===== src/rtl/triv_pkg.sv =====
package triv_pkg;

    localparam int WORD_W     = 32;
    localparam int STATE_WORDS = 10;
    localparam int INIT_STEPS = 36;
    localparam int CNT_W      = $clog2(INIT_STEPS);
    localparam int CFG_W      = 64;
    localparam int CFG_IDX_W  = 2;
    localparam int HALF_W     = 16;
    localparam int BYTES      = WORD_W / 8;

    localparam logic [7:0] C_PAD = 8'h70;

    localparam logic OP_INIT  = 1'b0;
    localparam logic OP_CRYPT = 1'b1;

    localparam logic [CFG_IDX_W-1:0] REG_KEY_LOW  = 2'd0;
    localparam logic [CFG_IDX_W-1:0] REG_KEY_HIGH = 2'd1;
    localparam logic [CFG_IDX_W-1:0] REG_IV_LOW   = 2'd2;
    localparam logic [CFG_IDX_W-1:0] REG_IV_HIGH  = 2'd3;

    typedef logic [WORD_W-1:0] t_word;
    typedef logic [STATE_WORDS-1:0][WORD_W-1:0] t_state;

    // 32 state bits out of the word pair hi:lo, starting sh bits up
    function automatic t_word tap(input t_word hi, input t_word lo, input int unsigned sh);
        logic [2*WORD_W-1:0] v;
        v = {hi, lo} >> sh;
        return v[WORD_W-1:0];
    endfunction

endpackage


===== src/rtl/triv_step.sv =====
module triv_step (
    input  triv_pkg::t_state i_state,
    output triv_pkg::t_state o_state,
    output triv_pkg::t_word  o_ks
);

    triv_pkg::t_word a2, a3, b2, b3, c2, c3, c4;
    triv_pkg::t_word ta, tb, tc, fa, fb, fc;

    assign a2 = i_state[1];
    assign a3 = i_state[2];
    assign b2 = i_state[4];
    assign b3 = i_state[5];
    assign c2 = i_state[7];
    assign c3 = i_state[8];
    assign c4 = i_state[9];

    // linear taps 66/93, 69/84, 66/111
    assign ta = triv_pkg::tap(a3, a2, 2)  ^ triv_pkg::tap(a3, a2, 29);
    assign tb = triv_pkg::tap(b3, b2, 5)  ^ triv_pkg::tap(b3, b2, 20);
    assign tc = triv_pkg::tap(c3, c2, 2)  ^ triv_pkg::tap(c4, c3, 15);

    assign o_ks = ta ^ tb ^ tc;

    // and-gate feedback, crossed into the next register
    assign fa = ta ^ (triv_pkg::tap(a3, a2, 27) & triv_pkg::tap(a3, a2, 28))
                   ^ triv_pkg::tap(b3, b2, 14);
    assign fb = tb ^ (triv_pkg::tap(b3, b2, 18) & triv_pkg::tap(b3, b2, 19))
                   ^ triv_pkg::tap(c3, c2, 23);
    assign fc = tc ^ (triv_pkg::tap(c4, c3, 13) & triv_pkg::tap(c4, c3, 14))
                   ^ triv_pkg::tap(a3, a2, 5);

    always_comb begin
        o_state    = i_state;
        o_state[2] = i_state[1];
        o_state[1] = i_state[0];
        o_state[0] = fc;
        o_state[5] = i_state[4];
        o_state[4] = i_state[3];
        o_state[3] = fa;
        o_state[9] = i_state[8];
        o_state[8] = i_state[7];
        o_state[7] = i_state[6];
        o_state[6] = fb;
    end

endmodule


===== src/rtl/trivium_stream_cipher.sv =====
// trivium keystream generator, 80-bit key and iv, 32 rounds per clock
//
// configuration: write key_low, key_high, iv_low, iv_high through i_cfg_we,
// i_cfg_idx and i_cfg_data while the block is idle; writes take effect at once.
// input channel (i_in_valid / o_in_ready) carries opcode, data word and byte count.
// init beat: loads key and iv into the state, then runs the shared
// 32-round step until 1152 rounds are done; o_in_ready stays low while they run
// and no output beat is made.
// crypt beat: the step unit advances the state one word and the
// masked xor lands in the output register, visible the cycle after accept.
// bytes beyond the byte count read as zero. sustained rate is one crypt beat
// per cycle while the receiver keeps i_out_ready high.
// output channel (o_out_valid / i_out_ready): the result holds in its register
// until taken; a new beat is accepted in the same cycle the old one leaves, so
// a stalled receiver stalls the input side.
// reset (synchronous, active low) clears key, iv, state, the busy flag and the output valid.
module trivium_stream_cipher (
    input  logic                                i_clk,
    input  logic                                i_rst_n,
    input  logic                                i_cfg_we,
    input  logic [triv_pkg::CFG_IDX_W-1:0]      i_cfg_idx,
    input  logic [triv_pkg::CFG_W-1:0]          i_cfg_data,
    input  logic                                i_in_valid,
    output logic                                o_in_ready,
    input  logic                                i_opcode,
    input  logic [31:0]                         i_data_in,
    input  logic [2:0]                          i_byte_count,
    output logic                                o_out_valid,
    input  logic                                i_out_ready,
    output logic [31:0]                         o_data_out
);

    logic [triv_pkg::CFG_W-1:0]  r_key_low, r_iv_low;
    logic [triv_pkg::HALF_W-1:0] r_key_high, r_iv_high;
    triv_pkg::t_state            r_state, n_state, step_state, load_state;
    triv_pkg::t_word             ks, mask;
    logic                        r_busy;
    logic [triv_pkg::CNT_W-1:0]  r_cnt;
    logic                        r_out_valid;
    logic [31:0]                 r_data_out;
    logic                        in_fire;

    triv_step u_step (
        .i_state (r_state),
        .o_state (step_state),
        .o_ks    (ks)
    );

    assign o_in_ready  = !r_busy && (!r_out_valid || i_out_ready);
    assign in_fire     = i_in_valid && o_in_ready;
    assign o_out_valid = r_out_valid;
    assign o_data_out  = r_data_out;

    always_comb begin
        load_state    = '0;
        load_state[0] = r_key_low[31:0];
        load_state[1] = r_key_low[63:32];
        load_state[2] = {16'h0, r_key_high};
        load_state[3] = r_iv_low[31:0];
        load_state[4] = r_iv_low[63:32];
        load_state[5] = {16'h0, r_iv_high};
        load_state[9] = {16'h0, triv_pkg::C_PAD, 8'h00};
    end

    // byte lane enable; counts of four or more enable all lanes
    always_comb begin
        for (int i = 0; i < triv_pkg::BYTES; i++) begin
            mask[8*i +: 8] = {8{i_byte_count > 3'(i)}};
        end
    end

    always_comb begin
        n_state = r_state;
        if (r_busy) begin
            n_state = step_state;
        end else if (in_fire) begin
            if (i_opcode == triv_pkg::OP_INIT) begin
                n_state = load_state;
            end else begin
                n_state = step_state;
            end
        end
    end

    always_ff @(posedge i_clk) begin
        if (!i_rst_n) begin
            r_key_low  <= '0;
            r_key_high <= '0;
            r_iv_low   <= '0;
            r_iv_high  <= '0;
        end else if (i_cfg_we) begin
            unique case (i_cfg_idx)
                triv_pkg::REG_KEY_LOW:  r_key_low  <= i_cfg_data;
                triv_pkg::REG_KEY_HIGH: r_key_high <= i_cfg_data[triv_pkg::HALF_W-1:0];
                triv_pkg::REG_IV_LOW:   r_iv_low   <= i_cfg_data;
                triv_pkg::REG_IV_HIGH:  r_iv_high  <= i_cfg_data[triv_pkg::HALF_W-1:0];
                default: ;
            endcase
        end
    end

    always_ff @(posedge i_clk) begin
        if (!i_rst_n) begin
            r_state     <= '0;
            r_busy      <= 1'b0;
            r_cnt       <= '0;
            r_out_valid <= 1'b0;
        end else begin
            r_state <= n_state;
            if (r_busy) begin
                r_cnt <= r_cnt + 1'b1;
                if (r_cnt == triv_pkg::CNT_W'(triv_pkg::INIT_STEPS - 1)) begin
                    r_busy <= 1'b0;
                end
            end else if (in_fire && i_opcode == triv_pkg::OP_INIT) begin
                r_busy <= 1'b1;
                r_cnt  <= '0;
            end
            if (in_fire && i_opcode == triv_pkg::OP_CRYPT) begin
                r_out_valid <= 1'b1;
            end else if (i_out_ready) begin
                r_out_valid <= 1'b0;
            end
        end
    end

    always_ff @(posedge i_clk) begin
        if (in_fire && i_opcode == triv_pkg::OP_CRYPT) begin
            r_data_out <= (i_data_in ^ ks) & mask;
        end
    end

endmodule

===== config.mk =====
export PLATFORM = sky130hd
export DESIGN_NAME = trivium_stream_cipher
export DESIGN_NICKNAME = d
export VERILOG_FILES = /design/src/rtl/triv_pkg.sv /design/src/rtl/triv_step.sv /design/src/rtl/trivium_stream_cipher.sv
export SDC_FILE = /design/constraint.sdc
export NUM_CORES = 1
export LEC_CHECK = 0
export BUFFER_PORTS_ARGS = -buffer_cell sky130_fd_sc_hd__buf_2
export CAP_MARGIN = 0
export CORE_MARGIN = 2
export CORE_UTILIZATION = 45
export CTS_BUF_LIST = sky130_fd_sc_hd__clkbuf_4 sky130_fd_sc_hd__clkbuf_8 sky130_fd_sc_hd__clkbuf_16
export DETAILED_ROUTE_END_ITERATION = 16
export GPL_ROUTABILITY_DRIVEN = 0
export HOLD_SLACK_MARGIN = 0.12
export PLACE_DENSITY = 0.7
export SYNTH_ARGS = -nofsm -noshare
export SYNTH_HDL_FRONTEND = slang
export SYNTH_SLANG_ARGS = --single-unit

===== constraint.sdc =====
create_clock -name i_clk -period 7 [get_ports i_clk]
set_input_delay 0.7 -clock i_clk [delete_from_list [all_inputs] [get_ports i_clk]]
set_output_delay 0.7 -clock i_clk [all_outputs]
set_load 0.03 [all_outputs]

* Yosys cells after proc, flatten, opt, wreduce, memory -nomap -nowiden
Cells that the tools add are included.
W data, S select, Z words.
** Operators by class
- Add/sub/neg operators :: 1
- $lt $le $gt $ge :: 4
- Equality and inequality tests :: 4
- Muxes and demuxes :: 10
- Bitwise gates (word level) :: 17
- Reduce and logical (&&, ||, !) cells :: 15
** Operator list (number)
- $mux W303 :: 3
- $xor A32 B32 Y32 :: 12
- $and A32 B32 Y32 :: 4
- $mux W6 :: 2
- $reduce_and A2 Y1 :: 4
- $add A6 B1 Y6 const B :: 1
- $eq A6 B6 Y1 const B :: 1
- $gt A3 B1 Y1 const B :: 2
- $gt A3 B2 Y1 const B :: 2
- $reduce_bool A2 Y1 :: 3
- $mux W1 :: 5
- $eq A2 B2 Y1 const B :: 2
- $logic_and A1 B1 Y1 :: 4
- $eq A2 B1 Y1 const B :: 1
- $logic_not A1 Y1 :: 2
- $logic_not A2 Y1 :: 1
- $logic_or A1 B1 Y1 :: 1
- $not A1 Y1 :: 1
** Storage, ports and cells
- Flip-flop bits (word level) :: 488
- Input bits :: 107
- Output and inout port bits :: 34
- Word-level logic and storage cells :: 69

* Logic depth before layout (Yosys ltp)
Gate-level depths: netlist of the first run.
- Depth after elaboration :: 7
- Depth in mapped cells :: 8
- Mapped depth without buffers :: 4

* Cells and area by module
From an unflattened synthesis of the first run, not the netlist that was laid out.
** Unflattened totals
- Cell total of the unflattened synthesis :: 2993
- Area, all modules :: 27096.0 µm²
** By module, submodules not included
- trivium_stream_cipher :: instances 1, cells an instance 2449, area an instance 21187.8 µm², sequential area each 10730.3 µm²
- triv_step :: instances 1, cells an instance 544, area an instance 5908.2 µm², sequential area each 0.0 µm²

* Worst setup path after synthesis of the first run
No wires, ideal clock.
- Kind :: input-to-reg
- Start point :: input i_out_ready
- End point :: register r_data_out[0] (netlist: o_data_out[0]), enable pin
- Setup time :: 0.461 ns
- Arrival time :: 3.200 ns
- Data required time :: 6.539 ns
- Setup slack :: 3.338 ns
- Stages on the path :: 4
- Path buffers :: 1
- Cells stage by stage :: nand2b_1 buf_6 nand2_1 nor3_1
** On the way
- Longest elaborated chain between the ends :: 4
** RTL lines
- start: declaration :: RTL line trivium_stream_cipher.sv:29 : input logic i_out_ready,
- $logic_or A1 B1 Y1 :: RTL line trivium_stream_cipher.sv:49 : assign o_in_ready = !r_busy && (!r_out_valid || i_out_ready);
- $logic_and A1 B1 Y1 :: RTL line trivium_stream_cipher.sv:49
- $logic_and A1 B1 Y1 :: RTL line trivium_stream_cipher.sv:50 : assign in_fire = i_in_valid && o_in_ready;
- $logic_and A1 B1 Y1 :: RTL line trivium_stream_cipher.sv:128 : if (in_fire && i_opcode == triv_pkg::OP_CRYPT) begin
- end signal: assignment :: RTL line trivium_stream_cipher.sv:129 : r_data_out <= (i_data_in ^ ks) & mask;
- end: declaration :: RTL line trivium_stream_cipher.sv:40 : logic [31:0] r_data_out;
Every way passes these cells.
A chain may end at the register's enable or synchronous reset.

* Worst setup path after layout of the first run
- Start point :: register r_out_valid (netlist: o_out_valid)
- End point :: register r_state[100] (netlist bit)
** On the way
- Longest elaborated chain between the ends :: 5
** RTL lines
- start: declaration :: RTL line trivium_stream_cipher.sv:39 : logic r_out_valid;
- start signal: assignment :: RTL line trivium_stream_cipher.sv:107 : r_out_valid <= 1'b0;
- start signal: assignment :: RTL line trivium_stream_cipher.sv:120 : r_out_valid <= 1'b1;
- start signal: assignment :: RTL line trivium_stream_cipher.sv:122 : r_out_valid <= 1'b0;
- $logic_not A1 Y1 :: RTL line trivium_stream_cipher.sv:49
- $logic_or A1 B1 Y1 :: RTL line trivium_stream_cipher.sv:49
- $logic_and A1 B1 Y1 :: RTL line trivium_stream_cipher.sv:49
- $logic_and A1 B1 Y1 :: RTL line trivium_stream_cipher.sv:50
- $reduce_bool A2 Y1 (no line)
- end signal: assignment :: RTL line trivium_stream_cipher.sv:109 : r_state <= n_state;
- end: declaration :: RTL line trivium_stream_cipher.sv:35 : triv_pkg::t_state r_state, n_state, step_state, load_state;
Every way passes these cells.

==> reports/results.tsv, run 1 <==
stage	metric	value	unit
synth	syn-num-nets	2799	
synth	syn_avg_cell_area	8.68	um2
critical_path	critPathLaunchType	register	
drt	drt-pass1-iter-count	6	
global_route	grt_antenna_before_repair	0	
final_layout	fill_cells	4795	
sta	fin_crit_sh	0.471	
critical_path	reg2reg_to	r_state[100]	
place	hpwlAfterDp	51400	um
place	io_buffers	140	
worst_hold_path	hold_end	r_iv_low[39]	
drt	vias	19500	
synth	synthFlopType	dfxtp_1	
critical_path	worst_ep_arrival_time	3.80	ns
synth	synth_edf_count	32	
place	dp_cells	3298	
cts	cts-resized-gates	0	
cts	cts.clk_slew.worst_paths	0.06	ns
global_route	gr-total-overflow	0	
sta	tightest_slew	1.29	ns
final_layout	final-seq-area	10100	um2
synth	synth.top_cell.area_share	0.391	
drt	initialDrtViolationCount	2299	
cts	post-cts-setup-buffers	0	
floorplan	rows	83	
synth	ys_seq_area_frac	0.432	
worst_hold_path	hold_start	i_cfg_data[39]	
sta	hold_viol	0	
global_route	first_global_vias	17900	
floorplan	die_y	232	um
critical_path	crit_path_top_delay_cell	nand3_2	
cts	clk_latency	0.62	ns
sta	finalClockSkew	0.0221	ns
synth	async_reset_ff_frac	0	
cts	cts_buffers	51	
pwr	ir_drop	164	uV
critical_path	startpoint	o_out_valid	
final_layout	stdcell_count	3387	
critical_path	cp.required	7.50	ns
critical_path	path_class	register to register	
worst_hold_path	holdPathStages	3	
drt	drc	0	
cts	cts_tree	yes	
synth	synth.area.top_cells	dfxtp_1, nand2_1, xnor2_1	
critical_path	r2r_setup_slack	3.71	ns
cts	clock_sinks	488	
synth	synth_area	23400	um2
global_route	grt_first_pass_wirelength	110000	um
synth	yosysTopAreaCell	dfxtp_1	
synth	synth_cell_types	46	
drt	ant_nets	0	
worst_hold_path	hp-class	input pin to register	
cts	cts.htree.levels	2	
synth	ys_ff_latch	488	
floorplan	coreArea	51300	um2
final_layout	final_nets	2779	
final_layout	diodes	0	
critical_path	cp-end-kind	register	
floorplan	start_util	0.456	
sta	maxSlewHeadroom	0.138	
cts	ctsHoldBuffers	0	
critical_path	r2r-start	o_out_valid	
drt	via_per_inst	5.77	
sta	final_max_slew_viol_count	0	
pwr	p_leak	10.2	nW
cts	cts-root-buf	clkbuf_16	
synth	synthCells	2691	
run_status	outcome	finished clean	
pwr	power_density	274	nW/um2
critical_path	critPathBufInv	1	
floorplan	io_pins	141	
drt	wl_per_cell	21.8	um
floorplan	die_x	232	um
global_route	grt_max_degree	224	
run	maxCapViolations	0	
final_layout	area.growth.synth_to_final	10.5	%
synth	yosysMostFrequentCell	nand2_1	
critical_path	critPathTopFamily	compound AO/OA/AOI/OAI gates	
sta	tns	0	ns
drt	wl	74000	um
sta	fin_crit	3.29	ns
critical_path	slowest_delay	0.98	ns
critical_path	crit_chain	nand2b_1, buf_4, a21o_4, nand3_2, o221ai_1	
sta	fmax	304	MHz
critical_path	rr_worst_depth	5	
sta	rsz0062_at_grt	false	
final_layout	multiInputGateArea	12300	um2
cts	clk_path_buf_depth	3	
floorplan	dieArea	53800	um2
synth	yosysWarningCount	0	
critical_path	cp_max_fo	98	
final_layout	drive_gt1_frac	0.0946	
synth	synth_commonest_cells	nand2_1, dfxtp_1, xnor2_1, nand3_1, a21boi_0	
sta	setup_viol	0	
global_route	groute.usage.overall	0.269	
==> kinds of logic after synthesis <==
logic type	Yosys count	synth area share
simple gates	1096	0.198
compound gates	520	0.172
flops	488	0.432
xor+xnor	354	0.152
buf+inv	231	0.0449
mux	1	0.000428
fa+ha+maj	1	0.000535
==> stage by stage <==
| stage | hold slack, ns | setup slack, ns | utilization | power, mW | cell area, um2 |
|---|---|---|---|---|---|
| 2_1_floorplan | 0.435 | 3.34 | - | 3.94 | 23400 |
| 3_3_place_gp | 0.448 | 3.29 | 0.470 | 4.27 | 24100 |
| 3_5_place_dp | 0.455 | 3.28 | 0.470 | 4.29 | 24100 |
| 4_1_cts | 0.323 | 3.76 | 0.503 | 7.06 | 25800 |
| 5_1_grt | 0.345 | 3.49 | 0.503 | 7.28 | 25800 |
| 6_report | 0.342 | 3.71 | 0.503 | 7.08 | 25800 |
==> layer usage <==
layer  routed length [um]  up-vias  part of all wire  GRT usage
met1                32800     9409              0.44      0.392
met2                30200      936              0.41      0.385
met4                 3630        0             0.049      0.122
met5                    0        -                 0          0
li1                     -     9002                 -          -
met3                 7390      184              0.10     0.0481
==> area by class of cell <==
cell class / instances / area share
Timing Repair Buffer: 156 / 0.0341
Multi-Input combinational cell: 1972 / 0.475
Clock buffer: 72 / 0.0582
Sequential cell: 488 / 0.391
Inverter: 2 / 0.000291
Clock inverter: 17 / 0.00872
Tap cell: 680 / 0.0329
==> layout by cell type (no fill, tap or decap), types with 2 or more instances in the layout <==
cell type and instances:
clkinv_2 4, a31oi_1 32, buf_12 4, and2_1 10, o21a_1 2, clkbuf_16 51, nand2_1 705, nor3b_1 4
o21ai_0 33, nor3_1 4, bufinv_16 3, buf_2 139, clkbuf_8 11, dfxtp_1 456, o221ai_1 34, nand3_1 260
buf_4 12, edfxtp_1 32, a22o_1 32, nor2_4 2, nand3b_1 2, xor2_1 50, clkinvlp_4 3, clkbuf_4 10
inv_6 3, and3_1 5, nor2_1 62, a21boi_1 3, o211a_1 96, a21oi_1 32, nand2b_1 31, a21boi_0 253
xor3_1 30, inv_1 2, xnor2_1 274
==> how the worst max path moves through the flow <==
stage	cells after the start	endpoint	slack, ns
finish	5	r_state[100]	3.71
global route	5	r_state[104]	3.49
CTS	5	r_state[115]	3.76
detailed placement	6	r_state[115]	3.28
global placement	6	r_state[30]	3.29
floorplan	4	o_data_out[0]	3.34
==> power breakdown <==
part           leakage [nW]  internal (mW)  total [mW]  switching, mW
sequential             4.02           2.97        3.15          0.174
combinational          5.30          0.440        1.12          0.675
clock                 0.854           1.62        2.81           1.20
total                  10.2           5.03        7.08           2.05
==> tightest hold or removal path, delay by kind of cell <==
kind                   cells  cell delay, ns
AOI/OAI and AO/OA          1            0.06
buffers and inverters      1            0.11
and+or+nand+nor            1            0.04
==> sequential cells by signal, indices dropped and copies added, names as in the netlist <==
register	flops
r_key_low	64
r_iv_low	64
r_iv_high	16
o_out_valid	1
r_state	288
r_busy	1
o_data_out	32
r_key_high	16
r_cnt	6
Power figures use the tool's default switching activity.
==> run 2: changes to the inputs <==
--- a/config.mk
+++ b/config.mk
@@ -13,7 +13,7 @@
 export DETAILED_ROUTE_END_ITERATION = 16
 export GPL_ROUTABILITY_DRIVEN = 0
 export HOLD_SLACK_MARGIN = 0.12
-export PLACE_DENSITY = 0.7
+export PLACE_DENSITY = 0.72
 export SYNTH_ARGS = -nofsm -noshare
 export SYNTH_HDL_FRONTEND = slang
 export SYNTH_SLANG_ARGS = --single-unit
==> constraint.sdc (replaced) <==
create_clock -name i_clk -period 2.67 [get_ports i_clk]
set_input_delay 0.267 -clock i_clk [delete_from_list [all_inputs] [get_ports i_clk]]
set_output_delay 0.267 -clock i_clk [all_outputs]
set_load 0.03 [all_outputs]
==> run 2 against run 1 <==
Against the previous run: cell count is 3.1% higher; clock-buffer cell count down 2; maximum frequency grew 59%; register-to-register slack lost 3.1 ns; design area grew 4.6%; clock power grew to 2.8 times the previous value; core utilization up 2.3 points; sequential share of layout area decreased by 1.7 points; wire length grew 2.4%; largest cell class unchanged; clock skew is 0.0051 ns higher; power grew to 2.7 times the previous value; sequential cell count stayed put.
==> reports/results.tsv, run 2 (synthesis gave the netlist of run 1 again) <==
stage	metric	value	unit	change
global_route	grt_first_pass_wirelength	113000	um	+2.5%
drt	initialDrtViolationCount	2694		+17%
drt	m1WireLength	32600	um	-0.61%
critical_path	crit_path_top_delay_cell	dfxtp_1		
sta	fin_crit	2.08	ns	-1.22 ns
floorplan	coreArea	51300	um2	unchanged
sta	tightest_slew	0.965	ns	-0.327 ns
floorplan	die_x	232	um	unchanged
pwr	ir_drop	536	uV	+230%
sta	tns	0	ns	unchanged
final_layout	fin_util	0.527		+0.0232
drt	ant_nets	0		unchanged
critical_path	critPathTopFamily	XOR/XNOR gates		
drt	wl_per_cell	21.7	um	-0.75%
sta	rsz0062_at_grt	false		
sta	hold_viol	0		unchanged
floorplan	die_y	232	um	unchanged
worst_hold_path	holdPathStages	4		+1
drt	drc	0		unchanged
sta	finalClockSkew	0.0272	ns	+0.00506 ns
critical_path	critPathLaunchType	register		
sta	setup_viol	0		unchanged
worst_hold_path	hp-class	input pin to register		
drt	wl	75700	um	+2.4%
sta	fmax	482	MHz	+59%
critical_path	crit_chain	xnor2_1, xnor2_1, xor2_1, o221ai_1		
final_layout	top_regs	r_state (288), r_iv_low (64), r_key_low (64)		
critical_path	critPathBufInv	0		-1
cts	clk_latency	0.61	ns	about the same
worst_hold_path	hold_end	o_data_out[15]		
cts	clock_sinks	488		unchanged
final_layout	top_register	r_state		
place	io_buffers	140		unchanged
critical_path	cp-end-kind	register		
critical_path	cp_max_fo	6		-94%
run	maxCapViolations	0		unchanged
critical_path	r2r-start	r_state[65]		
final_layout	final_common_cell	nand2_1		
final_layout	area.growth.synth_to_final	15.6	%	
drt	wl_met2	31200	um	+3.5%
floorplan	io_pins	141		unchanged
floorplan	rows	83		unchanged
critical_path	path_class	register to register		
global_route	grt_antenna_before_repair	3		+3
cts	cts-resized-gates	0		unchanged
floorplan	start_util	0.456		unchanged
cts	cts.htree.levels	2		unchanged
drt	highest_layer	met5		
pwr	p_leak	10.7	nW	+5.4%
critical_path	cp.required	3.14	ns	-4.36 ns
critical_path	rr_worst_depth	4		-1
critical_path	worst_ep_arrival_time	2.54	ns	-1.26 ns
run_status	outcome	finished clean		
drt	via_per_inst	5.80		+0.53%
drt	vias	20300		+3.7%
global_route	gr-total-overflow	0		unchanged
final_layout	mostFrequentLayoutCells	nand2_1, dfxtp_1, xnor2_1		
critical_path	slowest_delay	0.78	ns	-0.20 ns
final_layout	drive_gt1_frac	0.102		+0.00781
place	hpwlAfterDp	53700	um	+4.5%
final_layout	fill_cells	4679		-2.4%
sta	maxSlewHeadroom	0.355		+0.216
drt	routed-wl-met3	8540	um	+16%
final_layout	largest_register_ffs	288		unchanged
sta	final_max_slew_viol_count	0		unchanged
cts	clk_path_buf_depth	3		unchanged
cts	cts-root-buf	clkbuf_16		
final_layout	diodes	0		unchanged
sta	layout_setup_ws	0.594	ns	-3.11 ns
critical_path	reg2reg_to	r_state[127]		
critical_path	timing.critical_path.mode_cell	xnor2_1		
drt	drt-pass1-iter-count	6		unchanged
floorplan	dieArea	53800	um2	unchanged
global_route	groute.usage.overall	0.276		+0.00681
sta	fin_crit_sh	0.778		+0.307
pwr	power_density	712	nW/um2	+160%
final_layout	final_nets	2880		+3.6%
cts	cts_buffers	51		unchanged
place	place_ws	0.713	ns	-2.56 ns
cts	cts_tree	yes		
sta	fin_hold_ws	0.136	ns	-0.206 ns
global_route	first_global_vias	18600		+4.2%
cts	cts.clk_slew.worst_paths	0.06	ns	about the same
global_route	grt_max_degree	124		-45%
critical_path	r2r_setup_slack	0.59	ns	-3.11 ns
worst_hold_path	hold_start	i_data_in[15]		
==> run 2: changes by cell type in the layout (fill, tap and decap cells not counted), sizes merged <==
cell	before	now
bufinv	3	10
buf	156	185
clkinvlp	3	2
clkinv	7	11
dlygate4sd3	0	72
inv	6	3
clkbuf	72	70
==> run 2: worst max-delay path by stage <==
stage | start | endpoint | slack [ns] | depth (start not counted)
3_3_place_gp | r_state[65] | r_state[127] | 0.71 | 4
6_report | r_state[65] | r_state[127] | 0.59 | 4
5_1_grt | r_state[65] | r_state[127] | 0.60 | 4
3_5_place_dp | r_state[65] | r_state[127] | 0.71 | 4
4_1_cts | r_state[65] | r_state[127] | 0.69 | 4
2_1_floorplan | r_busy | o_data_out[0] | 0.15 | 4
==> run 2: where the power goes <==
part           internal [mW]  leakage [nW]  switching (mW)
Combinational           1.28          5.78            1.87
Sequential              7.79          4.02           0.438
Clock                   4.82         0.924            3.04
Total                   13.9          10.7            5.34
==> run 2: routing by layer <==
metal  global-route usage  vias to the layer above
met5                    0                        -
met4                0.118                        6
li1                     -                     9219
met2                0.398                     1134
met1                0.398                     9707
met3               0.0555                      184
==> run 2: repair_timing <==
| item | CTS | global route |
|---|---|---|
| endpoints found under the hold margin | 210 | 0 |
| hold buffers | 72 | 0 |
| buffers inserted | 0 | 0 |
==> run 2: area by class of cell <==
class,instances,area (um2),area share
Clock buffer,70,1470,0.0543
Clock inverter,24,395,0.0146
Inverter,2,7.51,0.000278
Multi-Input combinational cell,1972,12300,0.454
Sequential cell,488,10100,0.374
Tap cell,680,851,0.0315
Timing Repair Buffer,257,1930,0.0715
==> run 2: stage by stage <==
stage               power, mW  cell area [um2]  cells
finish                   19.2            27000   3493
global route             19.8            27000   3493
CTS                      19.2            27000   3493
detailed placement       11.3            24400   3327
global placement         11.3            24400   3327
floorplan                10.3            23400   2691
==> run 2: worst reg2reg max path: cells and delay by family, from the launching register on <==
family                    cells  cell delay [ns]
AOI/OAI and AO/OA             1             0.15
xor gates and xnor gates      3             1.00
DFF                           1             0.78
==> run 3: changes to the inputs <==
--- a/config.mk
+++ b/config.mk
@@ -5,6 +5,7 @@
 export SDC_FILE = /design/constraint.sdc
 export NUM_CORES = 1
 export LEC_CHECK = 0
+export ABC_AREA = 1
 export BUFFER_PORTS_ARGS = -buffer_cell sky130_fd_sc_hd__buf_2
 export CAP_MARGIN = 0
 export CORE_MARGIN = 2
@@ -13,7 +14,7 @@
 export DETAILED_ROUTE_END_ITERATION = 16
 export GPL_ROUTABILITY_DRIVEN = 0
 export HOLD_SLACK_MARGIN = 0.12
-export PLACE_DENSITY = 0.72
+export PLACE_DENSITY = 0.7
 export SYNTH_ARGS = -nofsm -noshare
 export SYNTH_HDL_FRONTEND = slang
 export SYNTH_SLANG_ARGS = --single-unit
==> constraint.sdc (replaced) <==
create_clock -name i_clk -period 2.1 [get_ports i_clk]
set_input_delay 0.21 -clock i_clk [delete_from_list [all_inputs] [get_ports i_clk]]
set_output_delay 0.21 -clock i_clk [all_outputs]
set_load 0.03 [all_outputs]
==> run 3 against run 2 <==
Against the previous run: wire length rose by 30%; clock power up 30%; combinational power is 45% higher; die area up 9.3%; design area increased by 11%; cell count is 46% higher; highest routed layer unchanged; sequential power is 25% higher; synthesized area up 9.4%; sequential share of layout area down 3.8 points; global-route usage up 5.0 points; largest power group unchanged.
==> reports/results.tsv, run 3 <==
stage	metric	value	unit	change
sta	tightest_slew	0.650	ns	-0.315 ns
run	maxCapViolations	0		unchanged
critical_path	worst_ep_arrival_time	2.22	ns	-0.32 ns
critical_path	path_class	input pin to register		
critical_path	critPathLaunchType	input pin		
pwr	p_leak	13.5	nW	+26%
worst_hold_path	holdPathStages	5		+1
sta	rsz0062_at_grt	false		
place	dp_cells	4926		+48%
synth	synth_edf_count	32		unchanged
pwr	power_density	834	nW/um2	+17%
pwr	switchingPower	7.76	mW	+45%
floorplan	rows	87		+4.8%
sta	hold_viol	0		unchanged
global_route	gr-usage-met3	0.0823		+0.0268
cts	clk_latency	0.64	ns	+0.03 ns
synth	yosysWarningCount	0		unchanged
drt	vias	27700		+37%
final_layout	design_area	30000	um2	+11%
pwr	p_sw_frac	0.310		+0.0321
synth	syn_avg_cell_area	6.12	um2	-30%
global_route	gr-total-overflow	0		unchanged
drt	initialDrtViolationCount	3827		+42%
floorplan	dieArea	58800	um2	+9.3%
final_layout	largest_register_ffs	288		unchanged
drt	wl	98800	um	+30%
global_route	grt_busiest_layer	met2		
critical_path	cp_max_fo	10		+4
floorplan	die_x	242	um	+4.5%
sta	fin_crit	1.83	ns	
pwr	combinationalPowerShare	0.182		+0.019
drt	drt-pass1-iter-count	6		unchanged
drt	via_per_inst	5.41		-6.8%
cts	ctsHoldBuffers	90		+25%
global_route	groute.usage.overall	0.326		+0.0500
pwr	ir_drop	594	uV	+11%
pwr	p_int	17.3	mW	+24%
cts	post-cts-setup-buffers	0		unchanged
place	place_ws	0.344	ns	-0.369 ns
global_route	grt_util_met1	0.449		+0.0515
final_layout	top_regs	r_state (288), r_iv_low (64), r_key_low (64)		
sta	fmax	547	MHz	
pwr	p_total	25.0	mW	+30%
final_layout	stdcell_count	5115		+46%
sta	fin_hold_ws	0.128	ns	-0.00891 ns
place	detailed_place.area	27200	um2	+11%
worst_hold_path	hp-class	input pin to register		
critical_path	crit_path_top_delay_cell	dlygate4sd3_1		
critical_path	slowest_delay	0.54	ns	-0.24 ns
synth	synth.top_cell.area_share	0.357		-0.0337
synth	ys_seq_area_frac	0.394		-0.0373
synth	synthCells	4179		+55%
sta	tns	0	ns	unchanged
cts	clock_sinks	488		unchanged
final_layout	top_register	r_state		
final_layout	final_common_cell	nand2_1		
global_route	grt_first_pass_wirelength	146000	um	+29%
drt	wl_per_cell	19.3	um	-11%
cts	clk_path_buf_depth	3		unchanged
critical_path	crit_chain	dlygate4sd3_1, buf_2, nor2_1, clkinv_1, nor2_1, inv_1, o21ai_0, nor2_1		
synth	async_reset_ff_frac	0		unchanged
cts	cts_tree	yes		
synth	synth.area.top_cells	dfxtp_1, nand2_1, a21oi_1		
critical_path	cp-end-kind	register		
synth	yosysTopAreaCell	dfxtp_1		
global_route	grt_max_degree	82		-34%
synth	syn-num-nets	4287		+53%
drt	ant_nets	0		unchanged
run_status	outcome	finished clean		
pwr	clock_power_share	0.406		-0.003
global_route	use_met2	0.461		+0.0636
critical_path	rr_worst_depth	6		+2
cts	cts_buffers	52		+2.0%
final_layout	fin_util	0.534		+0.00705
floorplan	start_util	0.455		-0.00104
place	hpwlAfterDp	72800	um	+36%
sta	final_max_slew_viol_count	0		unchanged
synth	ys_ff_latch	488		unchanged
floorplan	io_pins	141		unchanged
synth	synth_cell_types	24		-48%
global_route	first_global_vias	24300		+30%
synth	yosysMostFrequentCell	nand2_1		
final_layout	mostFrequentLayoutCells	nand2_1, dfxtp_1, a21oi_1		
synth	synth_commonest_cells	nand2_1, dfxtp_1, a21oi_1, inv_1, o21ai_0		
drt	drc	0		unchanged
floorplan	coreArea	56300	um2	+9.7%
critical_path	cp.required	2.49	ns	-0.65 ns
final_layout	drive_gt1_frac	0.0849		-0.0175
final_layout	area.growth.synth_to_final	17.4	%	
cts	cts-resized-gates	0		unchanged
pwr	seqPwrFrac	0.412		-0.016
global_route	grt_antenna_before_repair	2		-1
cts	cts.htree.levels	2		unchanged
sta	layout_setup_ws	0.271	ns	-0.323 ns
sta	finalClockSkew	0.0183	ns	-0.00883 ns
critical_path	timing.critical_path.mode_cell	nor2_1		
sta	maxSlewHeadroom	0.566		+0.211
sta	setup_viol	0		unchanged
synth	synth_area	25600	um2	+9.4%
synth	synthFlopType	dfxtp_1		
place	io_buffers	140		unchanged
cts	cts-root-buf	clkbuf_16		
cts	cts.clk_slew.worst_paths	0.06	ns	about the same
floorplan	die_y	242	um	+4.5%
sta	fin_crit_sh	0.871		
final_layout	final_nets	4422		+54%
## run 3: changes by cell type in the layout (fill, tap and decap cells not counted), moves of 59 or more
cell	delta
nand2_1	+1075
a21oi_1	+347
inv_1	+331
o21ai_0	+295
xnor2_1	-265
a21boi_0	-253
nor2_1	+233
o211a_1	-96
buf_4	+59
## run 3: kinds of logic (layout without fill, tap and decap cells)
group,Yosys count,after routing,synth area share
and+or+nand+nor,2359,2359,0.361
adders and majority gates,1,1,0.000489
buffers and inverters,604,783,0.0990
AOI/OAI and AO/OA,709,709,0.139
other,0,1,0
xor gates and xnor gates,18,18,0.00616
DFF,488,488,0.394
## run 3: cell type report
cell class              count  area, um2
fillers                  5602      26200
multi-input cells        3087      13000
flip-flops and latches    488      10100
repair buffers            348       2830
clock buffers              72       1560
inverters                 337       1270
well taps                 756        946
clock inverters            26        338
diodes                      1       2.50
## run 3: power by group through the flow
stage	combinational [mW]	clock [mW]	sequential (mW)
6_report	4.55	10.2	10.3
3_5_place_dp	4.21	0	10.5
5_1_grt	4.89	10.6	10.4
3_3_place_gp	4.19	0	10.5
2_1_floorplan	2.61	0	10.4
4_1_cts	4.36	10.2	10.3
## run 3: path summary, 6_finish.rpt
path	slack, ns	start	end
max	0.27	i_byte_count[2]	o_data_out[1]
min	0.13	i_data_in[2]	o_data_out[2]
max reg2reg	0.29	r_busy	r_state[274]
min reg2reg	0.44	r_state[131]	r_state[131]
## run 3: critical path: cells and delay by family
kind / cells / cell delay, ns
buffers and inverters: 4 / 1.12
AND/OR/NAND/NOR: 3 / 0.74
AO/OA/AOI/OAI: 1 / 0.13
## run 3: layer usage
| layer | part of all wire | up-vias | wire length [um] |
|---|---|---|---|
| met1 | 0.41 | 12400 | 40700 |
| li1 | - | 13400 | - |
| met2 | 0.40 | 1526 | 39100 |
| met3 | 0.13 | 323 | 12400 |
| met4 | 0.067 | 4 | 6590 |
| met5 | 0.00030 | - | 30 |
